## config.mk

```make
export PLATFORM = sky130hd
export DESIGN_NAME = cva_ctrl
export DESIGN_NICKNAME = d
export VERILOG_FILES = /design/src/hw/rtl/checked_vector_alu_macros.svh /design/src/hw/rtl/cva_pkg.sv /design/src/hw/rtl/cva_ctrl.sv
export SDC_FILE = /design/constraint.sdc
export NUM_CORES = 1
export LEC_CHECK = 0
export BUFFER_PORTS_ARGS = -buffer_cell sky130_fd_sc_hd__buf_2
export CAP_MARGIN = 25
export CORE_AREA = 2 2 39 41
export DETAILED_ROUTE_END_ITERATION = 8
export DIE_AREA = 0 0 41 43
export SYNTH_ARGS = -nofsm -noshare
export SYNTH_HDL_FRONTEND = slang
export SYNTH_SLANG_ARGS = --single-unit
```

## constraint.sdc

```tcl
create_clock -name clk -period 3.4 [get_ports clk]
set_clock_uncertainty 0.1 [all_clocks]
set_input_delay 1.02 -clock clk [delete_from_list [all_inputs] [get_ports clk]]
set_output_delay 1.02 -clock clk [all_outputs]
set_load 0.03 [all_outputs]
```

## src/hw/rtl/checked_vector_alu_macros.svh

```systemverilog
// Assertion macros for the RTL datapath
`ifndef CHECKED_VECTOR_ALU_MACROS_SVH
`define CHECKED_VECTOR_ALU_MACROS_SVH

// Check a property on every clock edge outside reset
`define CVA_ASSERT(label, prop, msg) \
	label: assert property (@(posedge clk) disable iff (!arst_n) (prop)) else $error(msg);

// Check that a condition in one cycle is followed by another in the next
`define CVA_ASSERT_NEXT(label, ante, cons, msg) \
	label: assert property (@(posedge clk) disable iff (!arst_n) (ante) |=> (cons)) else $error(msg);

`endif

```

## src/hw/rtl/cva_pkg.sv

```systemverilog
package cva_pkg;

	typedef enum logic [2:0] {
		MODE_LOAD = 3'd0,
		MODE_ADD  = 3'd1,
		MODE_SUB  = 3'd2,
		MODE_MUL  = 3'd3,
		MODE_DIV  = 3'd4,
		MODE_NEG  = 3'd5,
		MODE_DOT  = 3'd6,
		MODE_NOP  = 3'd7
	} mode_t;

	typedef enum logic [2:0] {
		ST_OK       = 3'd0,
		ST_OVERFLOW = 3'd1,
		ST_UNDERFLOW = 3'd2,
		ST_DIV_ZERO = 3'd3,
		ST_DOT_OVF  = 3'd4
	} status_t;

	typedef enum logic [2:0] {
		S_IDLE,
		S_MUL,
		S_DIV,
		S_DOT,
		S_FINISH,
		S_OUT
	} state_t;

	// controller to datapath
	typedef struct packed {
		logic start;     // latch operands and mode
		logic mul_step;  // one partial product step
		logic div_step;  // one quotient bit step
		logic dot_sum;   // form dot sum
		logic finish;    // commit result to lanes and output register
	} cmd_t;

	// datapath to controller
	typedef struct packed {
		logic mul_done;
		logic div_done;
	} stat_t;

endpackage

```

## src/hw/rtl/cva_ctrl.sv

```systemverilog
module cva_ctrl
	import cva_pkg::*;
(
	input  logic  clk,
	input  logic  arst_n,
	input  logic  in_valid,
	input  mode_t in_mode,
	output logic  in_ready,
	output logic  out_valid,
	input  logic  out_ready,
	input  stat_t stat,
	output cmd_t  cmd
);

	state_t state_q, state_d;
	mode_t mode_q;

	always_ff @(posedge clk or negedge arst_n) begin
		if (!arst_n) begin
			state_q <= S_IDLE;
			mode_q <= MODE_NOP;
		end else begin
			state_q <= state_d;
			if (in_valid && in_ready) mode_q <= in_mode;
		end
	end

	always_comb begin
		state_d = state_q;
		cmd = '0;
		in_ready = 1'b0;
		out_valid = 1'b0;
		case (state_q)
			S_IDLE: begin
				in_ready = 1'b1;
				if (in_valid) begin
					cmd.start = 1'b1;
					case (in_mode)
						MODE_MUL, MODE_DOT: state_d = S_MUL;
						MODE_DIV: state_d = S_DIV;
						default: state_d = S_FINISH;
					endcase
				end
			end
			S_MUL: begin
				cmd.mul_step = 1'b1;
				if (stat.mul_done) state_d = (mode_q == MODE_DOT) ? S_DOT : S_FINISH;
			end
			S_DIV: begin
				cmd.div_step = 1'b1;
				if (stat.div_done) state_d = S_FINISH;
			end
			S_DOT: begin
				cmd.dot_sum = 1'b1;
				state_d = S_FINISH;
			end
			S_FINISH: begin
				cmd.finish = 1'b1;
				state_d = S_OUT;
			end
			S_OUT: begin
				out_valid = 1'b1;
				if (out_ready) state_d = S_IDLE;
			end
			default: state_d = S_IDLE;
		endcase
	end

endmodule

```

==> metrics.csv, run 1 <==
metric;value;unit
top_usage_layer;met2;
nets;73;
die_x;41;um
avgSynthCellArea;9.80;um^2
grt_max_degree;14;
grtUsageTotal;12.5;%
hold_buffers;0;
via_per_inst;5.00;
path_class;in -> out;
clock-sinks;6;
ir_drop;0.297;mV
vias;395;
htreeDepth;1;
ys_seq_area_share;32.7;%
grt_overflow_total;0;
min_period;2.72;ns
ant_nets;0;
wire_per_inst;10.9;um
cts_buffers;3;
drv_cap;0;
synthCells;48;
status;finished, final reports clean;
syn-num-nets;57;
tightestPinTransition;0.469;ns
use_met1;14.9;%
rr_worst_depth;3;
yosysWarnings;0;
use_met2;16.9;%
clk_pin_slew_worst_paths;0.05;ns
setup_viol;0;
post_cts_buffers;0;
gp_congestion;0.848;
layout_common_cells;buf_2, nor2_1, and2_1, a21oi_1;
die_area;1760;um^2
max_freq;0.368;GHz
leakage;0.000260;uW
diodes;0;
arrival;1.60;ns
antenna_found_initial;0;
clk_latency;0.25;ns
p_per_area;955;nW/um^2
drt_wl_total;859;um
crit_required;2.28;ns
drive_above_1_share;42.9;%
first_global_vias;342;
cts_tree;built;
grt_first_pass_wirelength;1390;um
worstHoldPathType;in -> async;
rows;14;
hold_ws;0.478;ns
syn_to_final_growth;18.4;%
post-place-ws;0.682;ns
port_buffers;15;
hold_violations;0;
cts.root.buffer_cell;clkbuf_4;
worst_setup_path_end_kind;output port;
syn_area;470;um^2
setup_slack;0.683;ns
setup_tns;0;ns
drcViolationCount;0;
drt-pass1-iter-count;4;
groute.layer.met3.usage;3.14;%
cts_buffer_depth;2;
rsz0062_at_grt;false;
ios;16;
final_common_cell;buf_2;
max-slew-margin-rel;68.7;%
core;1380;um^2
finalCritPeriodShare;79.9;%
worstSetupStartpointType;input pin;
ys_ff_latch;6;
yosysUniqueCellTypes;27;
die_h;43;um
worstPathMaxFanout;4;
finalMaxSlewViolations;0;
drtIter0Drc;14;
fill_cells;143;
start_util;34.0;%
cts_resized;0;
==> per-layer routing <==
metal | vias up | share of wire, % | wire, um
met3 | 4 | 5.8 | 50
met2 | 11 | 47 | 401
met1 | 182 | 43 | 368
li1 | 198 | - | -
met4 | 0 | 4.4 | 38
met5 | - | 0 | 0
==> registers in the layout, indices dropped and copies added, names as in the netlist <==
name and flops:
mode_q 3, state_q 3
==> report_power, final <==
part / total, uW / leakage [uW] / internal [uW] / switching (uW)
clock network: 71.2 / 0.0000150 / 44.5 / 26.7
registers: 181 / 0.0000696 / 118 / 63.2
logic: 279 / 0.000175 / 130 / 149
total: 532 / 0.000260 / 292 / 239
==> cell families after synthesis <==
family	count (synthesis)	share of synthesized area, %
simple gates	20	27.9
buf+inv	5	8.24
xor+xnor	1	1.86
flops	6	32.7
compound gates	11	15.4
mux	5	13.8
==> critical path: stages <==
cell	delay, ns
buf_2	0.10
and2_1	0.24
buf_2	0.24
==> layout make-up <==
| cell class | count | area (um^2) | area share [%] |
|---|---|---|---|
| Multi-Input combinational cell | 37 | 278 | 49.9 |
| Sequential cell | 6 | 154 | 27.6 |
| Timing Repair Buffer | 15 | 75.1 | 13.5 |
| Tap cell | 16 | 20.0 | 3.60 |
| Clock buffer | 4 | 26.3 | 4.72 |
| Inverter | 1 | 3.75 | 0.674 |
==> Yosys cell counts <==
| master | count | area share (%) |
|---|---|---|
| a211o_1 | 1 | 1.9 |
| buf_4 | 1 | 1.6 |
| a31oi_1 | 1 | 1.3 |
| o21ai_0 | 1 | 1.1 |
| nor3_1 | 2 | 2.1 |
| nand3b_1 | 2 | 3.2 |
| mux2i_1 | 2 | 4.3 |
| nor3_2 | 1 | 2.1 |
| nand2b_1 | 2 | 2.7 |
| a21oi_1 | 4 | 4.3 |
| xor2_1 | 1 | 1.9 |
| inv_1 | 1 | 0.80 |
| o2bb2ai_1 | 1 | 1.9 |
| nor3_4 | 1 | 3.5 |
| and2_1 | 4 | 5.3 |
| dfrtp_1 | 3 | 16 |
| buf_2 | 1 | 1.1 |
| mux2_4 | 3 | 9.6 |
| dfstp_2 | 3 | 17 |
| nand2_1 | 2 | 1.6 |
| a21o_1 | 1 | 1.6 |
| o221ai_1 | 1 | 1.9 |
| nor2b_1 | 1 | 1.3 |
| buf_6 | 2 | 4.8 |
| nand2b_4 | 1 | 2.9 |
| nor2_1 | 4 | 3.2 |
| a22oi_1 | 1 | 1.6 |
==> through the flow <==
step | std cells | utilization [%] | cell area (um^2) | power (uW)
floorplan | 48 | - | 470 | 425
global placement | 75 | 38.3 | 531 | 463
detailed placement | 75 | 38.3 | 531 | 465
CTS | 79 | 40.2 | 557 | 537
global route | 79 | 40.2 | 557 | 573
finish | 79 | 40.2 | 557 | 532
==> path summary, 6_finish.rpt <==
| check | to | slack, ns | from |
|---|---|---|---|
| hold / removal | state_q[1]$_DFFE_PN0P_ | 0.48 | arst_n |
| min in group clk | mode_q[2]$_DFFE_PN1P_ | 0.53 | mode_q[2]$_DFFE_PN1P_ |
| setup reg to reg | mode_q[0]$_DFFE_PN1P_ | 1.81 | state_q[2]$_DFFE_PN0P_ |
| hold reg to reg | mode_q[2]$_DFFE_PN1P_ | 0.53 | mode_q[2]$_DFFE_PN1P_ |
| setup / recovery | cmd[4] | 0.68 | in_valid |
| max in group asynchronous | mode_q[1]$_DFFE_PN1P_ | 2.50 | arst_n |
(Power assumes the default switching activity.)
==> run 2: changes to the inputs <==
--- a/config.mk
+++ b/config.mk
@@ -5,6 +5,7 @@
 export SDC_FILE = /design/constraint.sdc
 export NUM_CORES = 1
 export LEC_CHECK = 0
+export ABC_AREA = 1
 export BUFFER_PORTS_ARGS = -buffer_cell sky130_fd_sc_hd__buf_2
 export CAP_MARGIN = 25
 export CORE_AREA = 2 2 39 41
==> constraint.sdc (replaced) <==
create_clock -name clk -period 2.75 [get_ports clk]
set_clock_uncertainty 0.1 [all_clocks]
set_input_delay 0.825 -clock clk [delete_from_list [all_inputs] [get_ports clk]]
set_output_delay 0.825 -clock clk [all_outputs]
set_load 0.03 [all_outputs]
==> run 2 against run 1 <==
  * Sequential power is 4% higher
  * Sequential cell count stayed put
  * Worst hold slack worse by 0.19 ns
  * Power is 21% higher
  * Cell count is 32% higher
  * Synthesized cell count is 46% higher
  * Non-clock buffer count stayed put
  * Sequential share of layout area is 0.31 points lower
  * Register-to-register slack worse by 0.31 ns
  * Combinational power is 32% higher
  * Critical endpoint unchanged
==> metrics.csv, run 2 <==
metric;value;unit
status;finished, final reports clean;
layout_common_cells;nand2_1, buf_2, nor2_1, inv_1;
arrival;1.36;ns
worstHoldPathType;in -> async;
start_util;32.7;%
nets;98;
drcViolationCount;0;
post-place-ws;0.570;ns
finalMaxSlewViolations;0;
worstSetupStartpointType;flip-flop;
setup_tns;0;ns
core;1380;um^2
grt_first_pass_wirelength;1570;um
path_delay_family;flip-flops;
ant_nets;0;
reg_top3;mode_q x3, state_q x3;
rows;14;
p_per_area;1140;nW/um^2
max_freq;0.438;GHz
drtIter0Drc;4;
rr_worst_depth;7;
finalCritPeriodShare;83.0;%
cts_buffer_depth;2;
gp_congestion;0.751;
drive_above_1_share;36.4;%
grt_max_degree;9;
worst_setup_path_end_kind;output port;
via_per_inst;4.38;
crit_required;1.83;ns
hold_violations;0;
ios;16;
cts_buffers;3;
port_buffers;15;
synthSimpleGateAreaFrac;50.8;%
ys_seq_area_share;34.0;%
cp_slowest_stage_delay;0.47;ns
yosys-mux-area-fraction;0;%
cts_resized;0;
reg2reg_slack;1.50;ns
rsz0062_at_grt;false;
die_x;41;um
htreeDepth;1;
clock-sinks;6;
clk_pin_slew_worst_paths;0.05;ns
syn_to_final_growth;24.3;%
synthFlopType;dfstp_2;
r2r-start;mode_q[2]$_DFFE_PN1P_;
grt_overflow_total;0;
drv_cap;0;
cts.root.buffer_cell;clkbuf_4;
synth_compound_area_share;3.31;%
synth_most_common_cell;nand2_1;
min_period;2.28;ns
hold_buffers;0;
synth_edf_count;0;
antenna_found_initial;0;
yosysUniqueCellTypes;18;
drt-pass1-iter-count;4;
synthTopCellsByArea;nand2_1, dfstp_2, dfrtp_1;
grtUsageTotal;13.5;%
cts_tree;built;
wire_per_inst;8.47;um
vias;456;
max-slew-margin-rel;80.8;%
first_global_vias;394;
worstPathMaxFanout;8;
setup_slack;0.468;ns
synth_area_leader_cell;nand2_1;
r2r-end;state_q[2]$_DFFE_PN0P_;
diodes;0;
synth_top_family_by_area;simple AND/OR/NAND/NOR gates;
leakage;0.000358;uW
critical_path_buf_inv_count;3;
fill_cells;163;
ir_drop;0.437;mV
post_cts_buffers;0;
synth_xor_xnor_area_share;0;%
netlist.area_leader.share;23.2;%
drt_wl_total;881;um
clk_latency;0.24;ns
synthCells;70;
crit_chain;nor2_4 -> nand2_2 -> inv_2 -> nand2_4 -> clkinv_2 -> buf_2;
syn_area;453;um^2
die_h;43;um
avgSynthCellArea;6.47;um^2
syn-num-nets;79;
final_common_cell;nand2_1;
hpwlAfterDp;738;um
cpMaxStageDelayCell;dfrtp_1;
die_area;1760;um^2
yosysWarnings;0;
synth_commonest_cells;nand2_1, nor2_1, inv_1;
synth_fa_ha_area_share;0;%
ys_ff_latch;6;
tightestPinTransition;0.288;ns
synthArstFlopShare;100;%
path_class;reg -> out;
setup_viol;0;
[run 2: cell count changes after synthesis, moves of 3 or more]
| cell | delta |
|---|---|
| a21oi_1 | -4 |
| nand3_1 | +3 |
| inv_1 | +6 |
| nor2_1 | +4 |
| nand2_1 | +26 |
| and2_1 | -4 |
| mux2_4 | -3 |
| inv_2 | +3 |
[run 2: cell type report]
cell class	count	area [um^2]	share of cell area (%)
clock buffer	4	26.3	4.67
inverter	11	42.5	7.56
multi-input combinational	52	245	43.6
sequential	6	154	27.3
tap	16	20.0	3.56
timing repair buffer	15	75.1	13.3
[run 2: power breakdown]
part           internal [uW]  total (uW)  switching [uW]  leakage (uW)
combinational            119         368             249      0.000274
sequential               143         189            45.8     0.0000697
clock                   54.9        85.5            30.6     0.0000150
total                    317         643             326      0.000358
[run 2: worst max-delay path by stage]
stage	slack, ns	cells after the start	endpoint	start
floorplan	0.79	6	cmd[4]	state_q[0]$_DFFE_PN0P_
global placement	0.58	4	cmd[4]	in_valid
detailed placement	0.57	4	cmd[4]	in_valid
CTS	0.46	6	cmd[4]	state_q[0]$_DFFE_PN0P_
global route	0.37	6	cmd[4]	state_q[0]$_DFFE_PN0P_
finish	0.47	6	cmd[4]	state_q[0]$_DFFE_PN0P_
[run 2: stage by stage]
step	total power, uW	util, %	cell area [um^2]	instances	hold WS (ns)
global placement	560	38.8	537	100	0.367
finish	643	40.7	563	104	0.288
global route	710	40.7	563	104	0.279
CTS	653	40.7	563	104	0.286
detailed placement	560	38.8	537	100	0.367
floorplan	490	-	453	70	0.347
[run 2: kinds of logic (layout without fill, tap and decap cells)]
logic type	Yosys count	after routing
DFF	6	6
buffers and inverters	12	30
and+or+nand+nor	49	49
AOI/OAI and AO/OA	3	3
[run 2: per-layer routing]
layer / share of wire [%] / vias to the layer above / global-route usage, %
li1: - / 251 / -
met3: 5.4 / 0 / 7.85
met5: 0 / - / 0
met1: 48 / 192 / 17.5
met2: 46 / 13 / 18.4
met4: 0 / 0 / 4.00
==> run 3: changes to the inputs <==
==> constraint.sdc (replaced) <==
create_clock -name clk -period 1.9 [get_ports clk]
set_clock_uncertainty 0.1 [all_clocks]
set_input_delay 0.57 -clock clk [delete_from_list [all_inputs] [get_ports clk]]
set_output_delay 0.57 -clock clk [all_outputs]
set_load 0.03 [all_outputs]
==> run 3 against run 2 <==
  * Power rose by 76%
  * Design area grew 18%
  * Sequential cell count unchanged
  * Global-route usage down 0.22 points
  * Worst hold slack worse by 0.25 ns
  * Critical endpoint unchanged
  * Largest cell class unchanged
==> metrics.csv, run 3 (synthesized netlist as in run 2, its figures left out) <==
metric;value;unit
ios;16;
antenna_found_initial;0;
grt_first_pass_wirelength;1590;um
crit_chain;nor2_4 -> nand2_2 -> inv_2 -> nand2_4 -> inv_4 -> buf_6;
use_met1;15.5;%
clock-sinks;6;
clk_latency;0.25;ns
grtUsageTotal;13.2;%
r2r-end;state_q[0]$_DFFE_PN0P_;
cts_buffers;3;
ir_drop;0.715;mV
leakage;0.000407;uW
nets;109;
worstSetupStartpointType;flip-flop;
cp_slowest_stage_delay;0.43;ns
layout_common_cells;nand2_1, buf_4, buf_2, nor2_1, inv_1;
tightestPinTransition;0.206;ns
dp.cells;100;
critical_path_buf_inv_count;3;
wire_per_inst;8.77;um
crit_required;1.23;ns
vias;492;
r2r-start;state_q[1]$_DFFE_PN0P_;
grt_overflow_total;0;
p_per_area;1710;nW/um^2
worstHoldPathType;in -> async;
rr_worst_depth;8;
drcViolationCount;0;
die_h;43;um
fill_cells;152;
use_met2;21.6;%
path_class;reg -> out;
max-slew-margin-rel;86.2;%
syn_to_final_growth;46.7;%
cts_buffer_depth;2;
clk_pin_slew_worst_paths;0.05;ns
htreeDepth;1;
drv_cap;0;
path_delay_family;flip-flops;
drtIter0Drc;7;
hpwlAfterDp;731;um
finalMaxSlewViolations;0;
worst_setup_path_end_kind;output port;
top_usage_layer;met2;
max_freq;0.535;GHz
drt_wl_total;1010;um
hold_violations;0;
rows;14;
cpMaxStageDelayCell;dfrtp_2;
cp_num_cells;6;
reg_top3;mode_q x3, state_q x3;
reg2reg_slack;0.48;ns
core;1380;um^2
fin_cells;115;
worstPathMaxFanout;4;
min_period;1.87;ns
via_per_inst;4.28;
drive_above_1_share;46.5;%
gp_congestion;0.768;
groute.layer.met3.usage;7.85;%
die_area;1760;um^2
utilization;48.0;%
die_x;41;um
first_global_vias;428;
arrival;1.20;ns
start_util;32.7;%
drt-pass1-iter-count;2;
diodes;0;
port_buffers;15;
rsz0062_at_grt;true;
final_common_cell;nand2_1;
cts.root.buffer_cell;clkbuf_4;
setup_viol;0;
status;finished, final reports clean;
cts_tree;built;
finalCritPeriodShare;98.3;%
ant_nets;0;
grt_max_degree;8;
run 3: cell types whose count changed in the layout (fill, tap and decap cells not counted), sizes merged:
cell | previous run | this run
clkinv | 1 | 0
buf | 15 | 26
inv | 10 | 11
run 3: final cells by class:
| type | instances | area (um^2) | area share (%) |
|---|---|---|---|
| Multi-Input combinational cell | 52 | 245 | 36.9 |
| Timing Repair Buffer | 26 | 171 | 25.8 |
| Sequential cell | 6 | 158 | 23.7 |
| Inverter | 11 | 43.8 | 6.59 |
| Clock buffer | 4 | 26.3 | 3.95 |
| Tap cell | 16 | 20.0 | 3.01 |
run 3: worst max path at each step:
stage                                 from  endpoint  slack, ns
finish              state_q[0]$_DFFE_PN0P_    cmd[4]       0.03
global route        state_q[0]$_DFFE_PN0P_    cmd[4]      -0.02
CTS                 state_q[1]$_DFFE_PN0P_    cmd[4]      0.006
detailed placement  state_q[0]$_DFFE_PN0P_    cmd[4]       0.15
global placement    state_q[0]$_DFFE_PN0P_    cmd[4]       0.16
floorplan           state_q[0]$_DFFE_PN0P_    cmd[4]       0.19
run 3: through the flow:
stage	hold slack, ns	power (uW)	setup TNS, ns	setup WS, ns	cell area (um^2)
6_report	0.0333	1130	0	0.0317	664
2_1_floorplan	0.174	709	0	0.193	453
3_3_place_gp	0.297	813	0	0.163	537
3_5_place_dp	0.297	810	0	0.147	537
5_1_grt	0.0291	1230	-0.0283	-0.0248	664
4_1_cts	0.0268	1080	0	0.00645	632
run 3: routing by layer:
metal / wire [um] / up-vias
met1: 453 / 206
met2: 491 / 15
li1: - / 271
met4: 0 / 0
met3: 63 / 0
met5: 0 / -
run 3: power breakdown:
group          internal [uW]  switching (uW)
logic                    330             412
registers                213            54.3
clock network           79.4            44.4
total                    622             511
run 3: what timing repair did:
action                                  4_1_cts  5_1_grt
buffers inserted                              8        3
gates resized for setup                       4        8
pin swaps                                     2        3
endpoints found under the setup margin        4        6
hold buffers                                  0        0
